## src/design/arithmetic_encoder_32bit_assert.svh

```systemverilog
// Assertion macros used by the arithmetic encoder core (ae32_back).
`ifndef ARITHMETIC_ENCODER_32BIT_ASSERT_SVH
`define ARITHMETIC_ENCODER_32BIT_ASSERT_SVH

// Same-cycle implication, sampled on clk, off during rst.
`define AE32_CHECK(lbl, ante, cons, msg) \
  lbl: assert property (@(posedge clk) disable iff (rst) (ante) |-> (cons)) \
    else $error(msg);

// Next-cycle implication, sampled on clk, off during rst.
`define AE32_CHECK_NEXT(lbl, ante, cons, msg) \
  lbl: assert property (@(posedge clk) disable iff (rst) (ante) |=> (cons)) \
    else $error(msg);

`endif

```

## src/design/ae32_pkg.sv

```systemverilog
// Types, constants and helpers for the arithmetic encoder.
package ae32_pkg;

  localparam int PREC     = 32;
  localparam int FREQ     = 16;
  localparam int CNT_W    = 48;
  localparam int NUM_W    = PREC + 1 + FREQ;
  localparam int MAX_EMIT = 32;

  typedef enum logic [1:0] {
    JOB_ENC,
    JOB_FIN,
    JOB_BAD
  } job_kind_t;

  typedef struct packed {
    logic            cmd;
    logic [FREQ-1:0] cum_low;
    logic [FREQ-1:0] cum_high;
    logic [FREQ-1:0] total_count;
  } enc_in_t;

  typedef struct packed {
    logic             has_bit;
    logic             bit_value;
    logic [31:0]      follow_count;
    logic [CNT_W-1:0] bits_so_far;
    logic             error;
    logic             last;
  } enc_out_t;

  typedef struct packed {
    job_kind_t       kind;
    logic [FREQ-1:0] cl;
    logic [FREQ-1:0] ch;
    logic [FREQ-1:0] tot;
  } job_t;

  function automatic logic [CNT_W-1:0] sat_cnt(input logic [CNT_W:0] s);
    return s[CNT_W] ? {CNT_W{1'b1}} : s[CNT_W-1:0];
  endfunction

endpackage

```

## src/design/ae32_front.sv

```systemverilog
// Front end: checks and classifies requests, holds them in a two-entry queue.
module ae32_front
  import ae32_pkg::*;
(
  input  logic    clk,
  input  logic    rst,
  input  logic    push,
  output logic    full,
  input  enc_in_t item,
  output job_t    job,
  output logic    job_valid,
  input  logic    job_take
);

  job_t       q [2];
  logic       wr_ptr;
  logic       rd_ptr;
  logic [1:0] count;
  job_t       cls;
  logic       do_wr;
  logic       do_rd;

  always_comb begin
    cls.cl  = item.cum_low;
    cls.ch  = item.cum_high;
    cls.tot = item.total_count;
    if (item.cmd) begin
      cls.kind = JOB_FIN;
    end else if (item.total_count == '0 || item.cum_low >= item.cum_high ||
                 item.cum_high > item.total_count) begin
      cls.kind = JOB_BAD;
    end else begin
      cls.kind = JOB_ENC;
    end
  end

  assign full      = (count == 2'd2);
  assign job_valid = (count != 2'd0);
  assign job       = q[rd_ptr];
  assign do_wr     = push && !full;
  assign do_rd     = job_take && job_valid;

  always_ff @(posedge clk) begin
    if (do_wr) begin
      q[wr_ptr] <= cls;
    end
  end

  always_ff @(posedge clk) begin
    if (rst) begin
      wr_ptr <= 1'b0;
      rd_ptr <= 1'b0;
      count  <= '0;
    end else begin
      if (do_wr) wr_ptr <= ~wr_ptr;
      if (do_rd) rd_ptr <= ~rd_ptr;
      count <= count + {1'b0, do_wr} - {1'b0, do_rd};
    end
  end

endmodule

```

## src/design/ae32_rq.sv

```systemverilog
// Result queue between the coder core and the output port.
module ae32_rq
  import ae32_pkg::*;
(
  input  logic     clk,
  input  logic     rst,
  input  logic     wr,
  input  enc_out_t wdata,
  output logic     wfull,
  input  logic     rd,
  output enc_out_t rdata,
  output logic     rempty
);

  enc_out_t   mem [4];
  logic [1:0] wr_ptr;
  logic [1:0] rd_ptr;
  logic [2:0] count;
  logic       do_wr;
  logic       do_rd;

  assign wfull  = (count == 3'd4);
  assign rempty = (count == 3'd0);
  assign rdata  = mem[rd_ptr];
  assign do_wr  = wr && !wfull;
  assign do_rd  = rd && !rempty;

  always_ff @(posedge clk) begin
    if (do_wr) begin
      mem[wr_ptr] <= wdata;
    end
  end

  always_ff @(posedge clk) begin
    if (rst) begin
      wr_ptr <= '0;
      rd_ptr <= '0;
      count  <= '0;
    end else begin
      if (do_wr) wr_ptr <= wr_ptr + 2'd1;
      if (do_rd) rd_ptr <= rd_ptr + 2'd1;
      count <= count + {2'b0, do_wr} - {2'b0, do_rd};
    end
  end

endmodule

```

## src/design/ae32_back.sv

```systemverilog
// Coder core: interval narrowing, shared-step division and renormalisation.
module ae32_back
  import ae32_pkg::*;
(
  input  logic     clk,
  input  logic     rst,
  input  job_t     job,
  input  logic     job_valid,
  output logic     job_take,
  output logic     oq_push,
  output enc_out_t oq_data,
  input  logic     oq_full
);

`include "arithmetic_encoder_32bit_assert.svh"

  localparam int DCW = $clog2(NUM_W);
  localparam int ECW = $clog2(MAX_EMIT + 1);

  typedef enum logic [2:0] {
    S_IDLE,
    S_MUL_LO,
    S_MUL_HI,
    S_DIV,
    S_UPD,
    S_RENORM,
    S_FLUSH
  } state_t;

  state_t           state;
  logic [PREC-1:0]  interval_low;
  logic [PREC-1:0]  interval_high;
  logic [31:0]      pending_count;
  logic [CNT_W-1:0] emitted_count;
  logic [FREQ-1:0]  cl;
  logic [FREQ-1:0]  ch;
  logic [FREQ-1:0]  tot;
  logic [NUM_W-1:0] num_lo;
  logic [NUM_W-1:0] num_hi;
  logic [FREQ-1:0]  rem_lo;
  logic [FREQ-1:0]  rem_hi;
  logic [DCW-1:0]   div_cnt;
  logic [ECW-1:0]   emit_cnt;
  enc_out_t         buf_res;
  logic             have_buf;

  logic [PREC:0]    rng;
  logic [FREQ-1:0]  mul_op;
  logic [NUM_W-1:0] prod;
  logic [FREQ:0]    r2_lo;
  logic [FREQ:0]    r2_hi;
  logic             ge_lo;
  logic             ge_hi;
  logic [PREC:0]    q_lo;
  logic [PREC:0]    q_hi;
  logic [31:0]      pend_inc;
  logic [CNT_W-1:0] so_far;
  logic [CNT_W-1:0] em_emit;
  logic [CNT_W-1:0] em_fin;
  logic             c_zero;
  logic             c_one;
  logic             c_mid;
  logic             emit;
  logic             fin_go;

  assign rng    = {1'b0, interval_high} - {1'b0, interval_low} + 1'b1;
  assign mul_op = (state == S_MUL_LO) ? cl : ch;
  assign prod   = NUM_W'(rng) * NUM_W'(mul_op);

  // one restoring step per lane
  assign r2_lo = {rem_lo, num_lo[NUM_W-1]};
  assign r2_hi = {rem_hi, num_hi[NUM_W-1]};
  assign ge_lo = (r2_lo >= {1'b0, tot});
  assign ge_hi = (r2_hi >= {1'b0, tot});
  assign q_lo  = num_lo[PREC:0];
  assign q_hi  = num_hi[PREC:0];

  assign pend_inc = (pending_count == '1) ? pending_count : pending_count + 32'd1;
  assign so_far   = sat_cnt({1'b0, emitted_count} + (CNT_W+1)'(pending_count));
  assign em_emit  = sat_cnt({1'b0, emitted_count} + (CNT_W+1)'(pending_count)
                            + (CNT_W+1)'(1));
  assign em_fin   = sat_cnt({1'b0, emitted_count} + (CNT_W+1)'(pend_inc)
                            + (CNT_W+1)'(1));

  assign c_zero = !interval_high[PREC-1];
  assign c_one  = interval_low[PREC-1];
  assign c_mid  = interval_low[PREC-2] && !interval_high[PREC-2];
  assign emit   = c_zero || c_one;

  assign job_take = (state == S_IDLE) && job_valid && !oq_full;
  assign fin_go   = job_take && (job.kind == JOB_FIN);

  always_comb begin
    oq_push = 1'b0;
    oq_data = '0;
    case (state)
      S_IDLE: begin
        if (job_take) begin
          case (job.kind)
            JOB_FIN: begin
              oq_push              = 1'b1;
              oq_data.has_bit      = 1'b1;
              oq_data.bit_value    = (interval_low[PREC-1:PREC-2] != 2'b00);
              oq_data.follow_count = pend_inc;
              oq_data.bits_so_far  = em_fin;
              oq_data.last         = 1'b1;
            end
            JOB_BAD: begin
              oq_push             = 1'b1;
              oq_data.bits_so_far = so_far;
              oq_data.error       = 1'b1;
              oq_data.last        = 1'b1;
            end
            default: ;
          endcase
        end
      end
      S_UPD: begin
        if (q_hi <= q_lo && !oq_full) begin
          oq_push             = 1'b1;
          oq_data.bits_so_far = so_far;
          oq_data.error       = 1'b1;
          oq_data.last        = 1'b1;
        end
      end
      S_RENORM: begin
        if (emit && have_buf && !oq_full) begin
          oq_push = 1'b1;
          oq_data = buf_res;
        end
      end
      S_FLUSH: begin
        if (!oq_full) begin
          oq_push = 1'b1;
          if (have_buf) oq_data = buf_res;
          oq_data.bits_so_far = so_far;
          oq_data.last        = 1'b1;
        end
      end
      default: ;
    endcase
  end

  always_ff @(posedge clk) begin
    if (rst) begin
      state         <= S_IDLE;
      interval_low  <= '0;
      interval_high <= '1;
      pending_count <= '0;
      emitted_count <= '0;
      have_buf      <= 1'b0;
      emit_cnt      <= '0;
      div_cnt       <= '0;
    end else begin
      case (state)
        S_IDLE: begin
          if (job_take) begin
            case (job.kind)
              JOB_FIN: begin
                interval_low  <= '0;
                interval_high <= '1;
                pending_count <= '0;
                emitted_count <= '0;
              end
              JOB_ENC: begin
                cl    <= job.cl;
                ch    <= job.ch;
                tot   <= job.tot;
                state <= S_MUL_LO;
              end
              default: ;
            endcase
          end
        end
        S_MUL_LO: begin
          num_lo <= prod;
          state  <= S_MUL_HI;
        end
        S_MUL_HI: begin
          num_hi  <= prod;
          rem_lo  <= '0;
          rem_hi  <= '0;
          div_cnt <= '0;
          state   <= S_DIV;
        end
        S_DIV: begin
          rem_lo  <= ge_lo ? FREQ'(r2_lo - {1'b0, tot}) : r2_lo[FREQ-1:0];
          rem_hi  <= ge_hi ? FREQ'(r2_hi - {1'b0, tot}) : r2_hi[FREQ-1:0];
          num_lo  <= {num_lo[NUM_W-2:0], ge_lo};
          num_hi  <= {num_hi[NUM_W-2:0], ge_hi};
          div_cnt <= div_cnt + 1'b1;
          if (div_cnt == DCW'(NUM_W - 1)) state <= S_UPD;
        end
        S_UPD: begin
          if (q_hi <= q_lo) begin
            if (!oq_full) state <= S_IDLE;
          end else begin
            interval_high <= interval_low + q_hi[PREC-1:0] - 1'b1;
            interval_low  <= interval_low + q_lo[PREC-1:0];
            have_buf      <= 1'b0;
            emit_cnt      <= '0;
            state         <= S_RENORM;
          end
        end
        S_RENORM: begin
          if (emit) begin
            if (!(have_buf && oq_full)) begin
              buf_res.has_bit      <= 1'b1;
              buf_res.bit_value    <= c_one;
              buf_res.follow_count <= pending_count;
              buf_res.bits_so_far  <= em_emit;
              buf_res.error        <= 1'b0;
              buf_res.last         <= 1'b0;
              have_buf             <= 1'b1;
              emitted_count        <= em_emit;
              pending_count        <= '0;
              interval_low         <= {interval_low[PREC-2:0], 1'b0};
              interval_high        <= {interval_high[PREC-2:0], 1'b1};
              emit_cnt             <= emit_cnt + 1'b1;
              if (emit_cnt == ECW'(MAX_EMIT - 1)) state <= S_FLUSH;
            end
          end else if (c_mid) begin
            // middle-half straddle: defer the bit
            pending_count <= pend_inc;
            interval_low  <= {1'b0, interval_low[PREC-3:0], 1'b0};
            interval_high <= {1'b1, interval_high[PREC-3:0], 1'b1};
          end else begin
            state <= S_FLUSH;
          end
        end
        S_FLUSH: begin
          if (!oq_full) state <= S_IDLE;
        end
        default: state <= S_IDLE;
      endcase
    end
  end

  `AE32_CHECK(a_push_room, oq_push, !oq_full, "result written into a full queue")
  `AE32_CHECK(a_interval_order, 1'b1, interval_low <= interval_high, "interval inverted")
  `AE32_CHECK_NEXT(a_finish_clears, fin_go,
                   interval_low == '0 && pending_count == '0 && emitted_count == '0,
                   "finish did not clear coder state")
  `AE32_CHECK(a_emit_bound, state == S_RENORM, emit_cnt < ECW'(MAX_EMIT),
              "too many bits emitted for one symbol")

endmodule

```

## src/design/arithmetic_encoder_32bit.sv

```systemverilog
// Binary arithmetic encoder, 32-bit interval with pending-bit counter.
// Finish and front-flagged bad-count requests are answered in the cycle they are taken;
//   an encode runs take, 2 multiply and 49 divide steps, update, renorm shifts up to the
//   exit check or 32 emitted bits, and flush, plus any stall on a full result queue.
// Throughput: one request in the core at a time; it takes the next once an encode ends.
// Reset: synchronous rst clears queues and returns the interval to full range.
module arithmetic_encoder_32bit
  import ae32_pkg::*;
(
  input  logic     clk,
  input  logic     rst,
  input  logic     push,
  output logic     full,
  input  enc_in_t  item,
  output logic     empty,
  input  logic     pop,
  output enc_out_t result
);

  job_t     job;
  logic     job_valid;
  logic     job_take;
  logic     oq_push;
  enc_out_t oq_data;
  logic     oq_full;

  ae32_front u_front (
    .clk       (clk),
    .rst       (rst),
    .push      (push),
    .full      (full),
    .item      (item),
    .job       (job),
    .job_valid (job_valid),
    .job_take  (job_take)
  );

  ae32_back u_back (
    .clk       (clk),
    .rst       (rst),
    .job       (job),
    .job_valid (job_valid),
    .job_take  (job_take),
    .oq_push   (oq_push),
    .oq_data   (oq_data),
    .oq_full   (oq_full)
  );

  ae32_rq u_rq (
    .clk    (clk),
    .rst    (rst),
    .wr     (oq_push),
    .wdata  (oq_data),
    .wfull  (oq_full),
    .rd     (pop),
    .rdata  (result),
    .rempty (empty)
  );

endmodule

```

## config.mk

```make
export PLATFORM = sky130hd
export DESIGN_NAME = arithmetic_encoder_32bit
export DESIGN_NICKNAME = d
export VERILOG_FILES = /design/src/design/ae32_pkg.sv /design/src/design/ae32_front.sv /design/src/design/ae32_rq.sv /design/src/design/ae32_back.sv /design/src/design/arithmetic_encoder_32bit.sv
export VERILOG_INCLUDE_DIRS = /design/src /design/src/design
export SDC_FILE = /design/constraint.sdc
export NUM_CORES = 2
export LEC_CHECK = 0
export BUFFER_PORTS_ARGS = -buffer_cell sky130_fd_sc_hd__buf_2
export CORE_AREA = 2 2 267 401
export DETAILED_ROUTE_END_ITERATION = 6
export DIE_AREA = 0 0 269 403
export GPL_TIMING_DRIVEN = 0
export PLACE_DENSITY = 0.86
export SKIP_CTS_REPAIR_TIMING = 1
export SLEW_MARGIN = 20
export SYNTH_ARGS = -nofsm -noshare
export SYNTH_HDL_FRONTEND = slang
export SYNTH_SLANG_ARGS = --single-unit
export TNS_END_PERCENT = 5
```

## constraint.sdc

```tcl
create_clock -name clk -period 18.7 [get_ports clk]
set_input_delay 3.74 -clock clk [delete_from_list [all_inputs] [get_ports clk]]
set_output_delay 3.74 -clock clk [all_outputs]
set_load 0.05 [all_outputs]
```

==> summary.txt <==
GRT
  • Largest net degree at the start of global routing: 51
  • Vias in the first global route: 53,760
  • GRT Util Overall: 0.4016
  • Initial antenna violation count: 9
  • Global-route wire length before repair: 321.5 mm
  • Total grt overflow: 0

Clock network
  • Clock Tree Buf Depth: 3
  • CTS root buffer: clkbuf_16
  • CTS HTree Levels: 3
  • Worst-Skew Late Latency: 0.72 ns
  • Clock tree sinks: 869
  • CTS tree: yes
  • CTS buffer count: 84
  • Clk pin slew, worst setup/hold paths: 0.06 ns

Routing
  • Residual DRC count: 2
  • Routed Antenna Nets: 0
  • DRC marker count from the first detailed-route iteration: 4,801
  • Number of detailed-route iterations in the first pass: 7
  • Total Wirelength: 213.3 mm
  • Total vias in the final route: 51,500
  • Via-to-Cell Ratio: 6.468
  • Wire length per cell: 26.79 µm

Worst setup path
  • Slowest stage delay, CP: 0.84 ns
  • Data arrival, critical path: 12.48 ns
  • CP Buf/Inv Count: 4
  • Worst setup path class: reg2reg
  • Startpoint types: register
  • Critical Path Fanout Max: 9
  • Largest delay share family, worst path: compound AO/OA/AOI/OAI gates
  • Critical path required time: 19.17 ns
  • Most frequent CP cell: fa_1
  • Slowest CP cell: xor2_1
  • Endpoint type of the worst setup path: register

Placed design
  • Hpwl dp: 161.5 mm
  • Routability cong.: 1.044
  • DP Worst Slack: 6.785 ns
  • I/O Buffers: 138

Layout
  • Nets: 7,425
  • Area delta synth->final: 9.398%
  • Final Core Density: 0.6745
  • Most frequent cells in the layout: 737 x inv_1, 695 x edfxtp_1, 628 x nand2_1
  • Share of layout cells above drive strength 1: 0.09377
  • Commonest non-fill, non-tap cell in the layout: inv_1

Die
  • Cell row count: 146
  • Core footprint: 105,000 µm²
  • Initial Util: 0.6165
  • Die X-Extent: 269 µm
  • Die Span Y: 403 µm
  • Die area: 108,400 µm²
  • I/O pin cnt: 139

Logic synthesis
  • Mean area per synthesized cell: 10.40 µm²
  • Netlist Area Pre-Place: 64,760 µm²
  • Synth warnings: 0
  • Sequential fraction of the synthesis area: 0.3761
  • Main synth FF type: edfxtp_1
  • Seq cells post-synth: 869
  • Async SR Flop Fraction: 0
  • Synth Instances: 6,224
  • Yosys cell types: 104
  • Post-Syn Nets: 7,171
  • EDFF count, synth: 695

Timing
  • WHS: 0.4974 ns
  • Final setup margin: 6.690 ns
  • FMAX: 0.08326 GHz
  • Total negative slack: 0 ns
  • Final worst path period share: 0.6423
  • Crit path time final: 12.01 ns
  • Final max-slew violation count: 0
  • Worst Skew: 0.02684 ns
  • Relative slew slack: 0.1215
  • Worst Max-Slew Pin Slew: 1.313 ns
  • RSZ-0062 raised after global routing: no
  • Final setup violation count: 0
  • Final Hold Fails: 0

Run status
  • Violated checks: design-rule violations
  • Outcome: complete, but fails checks

Hold path
  • Tightest Hold Check Type: reg2reg

Job
  • Max Cap Viol: 0
## kinds of logic (layout without fill, tap and decap cells)
| kind of cell | Yosys count | count (layout) | synth area share |
|---|---|---|---|
| simple gates | 1733 | 1733 | 0.1266 |
| compound gates | 1216 | 1216 | 0.1226 |
| buf+inv | 984 | 1308 | 0.05800 |
| fa+ha+maj | 894 | 894 | 0.2237 |
| flops | 869 | 869 | 0.3761 |
| xor+xnor | 321 | 321 | 0.04341 |
| mux | 207 | 207 | 0.04950 |
| other cells | 0 | 7 | 0 |
## synth_stat cells (84+ instances only)
cell type	instances	area share
a21o_1	146	0.017
xor2_1	134	0.018
ha_1	454	0.088
nand2_1	628	0.036
clkbuf_1	208	0.012
dfxtp_1	174	0.054
mux4_2	84	0.029
o21ai_0	269	0.021
nor2_1	464	0.027
a21oi_1	315	0.024
xnor2_1	187	0.025
edfxtp_1	695	0.32
fa_1	440	0.14
nand3_1	129	0.010
inv_1	737	0.043
## final cells by class
type,count,area [µm²]
clock buffer,101,2247
sequential,869,24350
tap,1406,1759
antenna,7,17.52
multi-input combinational,4371,36880
timing repair buffer,168,1170
fill,7817,34190
clock inverter,55,643.1
inverter,737,2766
buffer,247,1006
## sequential cells by signal (all words and copies together), names as in the netlist, 32 cells and up, named ones only
name	flops
u_back.num_lo	49
u_back.interval_low	32
u_front.q	100
u_back.buf_res	81
u_back.num_hi	49
u_back.interval_high	32
u_rq.mem	336
u_back.pending_count	32
u_back.emitted_count	48
## metrics by stage
step	cells	area (µm²)
after floorplan	6224	64760
after global placement	7768	67210
after detailed placement	7798	67910
after CTS	7954	70800
after global routing	7955	70830
final	7961	70840
## final timing paths
path,from,to,slack [ns],cells after the start
hold reg to reg,u_back.div_cnt[1],u_back.div_cnt[1],0.50,2
setup / recovery,u_back.interval_low[2],u_back.num_lo[47],6.69,37
setup reg to reg,u_back.interval_low[2],u_back.num_lo[47],6.69,37
hold / removal,u_back.div_cnt[1],u_back.div_cnt[1],0.50,2
## worst min-delay path: cells and delay by family, from the launching register on
family | cells | cell delay [ns]
DFF | 1 | 0.33
and+or+nand+nor | 1 | 0.06
AOI/OAI and AO/OA | 1 | 0.05
## routing by layer
layer | routed length (µm) | up-vias | track usage
li1 | - | 22160 | -
met1 | 66990 | 25050 | 0.4078
met2 | 104500 | 3076 | 0.6777
met3 | 17240 | 1210 | 0.08889
met4 | 24560 | 4 | 0.3762
met5 | 33 | - | 0
Power is not shown: default switching activity piles up to over one toggle a cycle in this logic, so the estimate is an artifact.
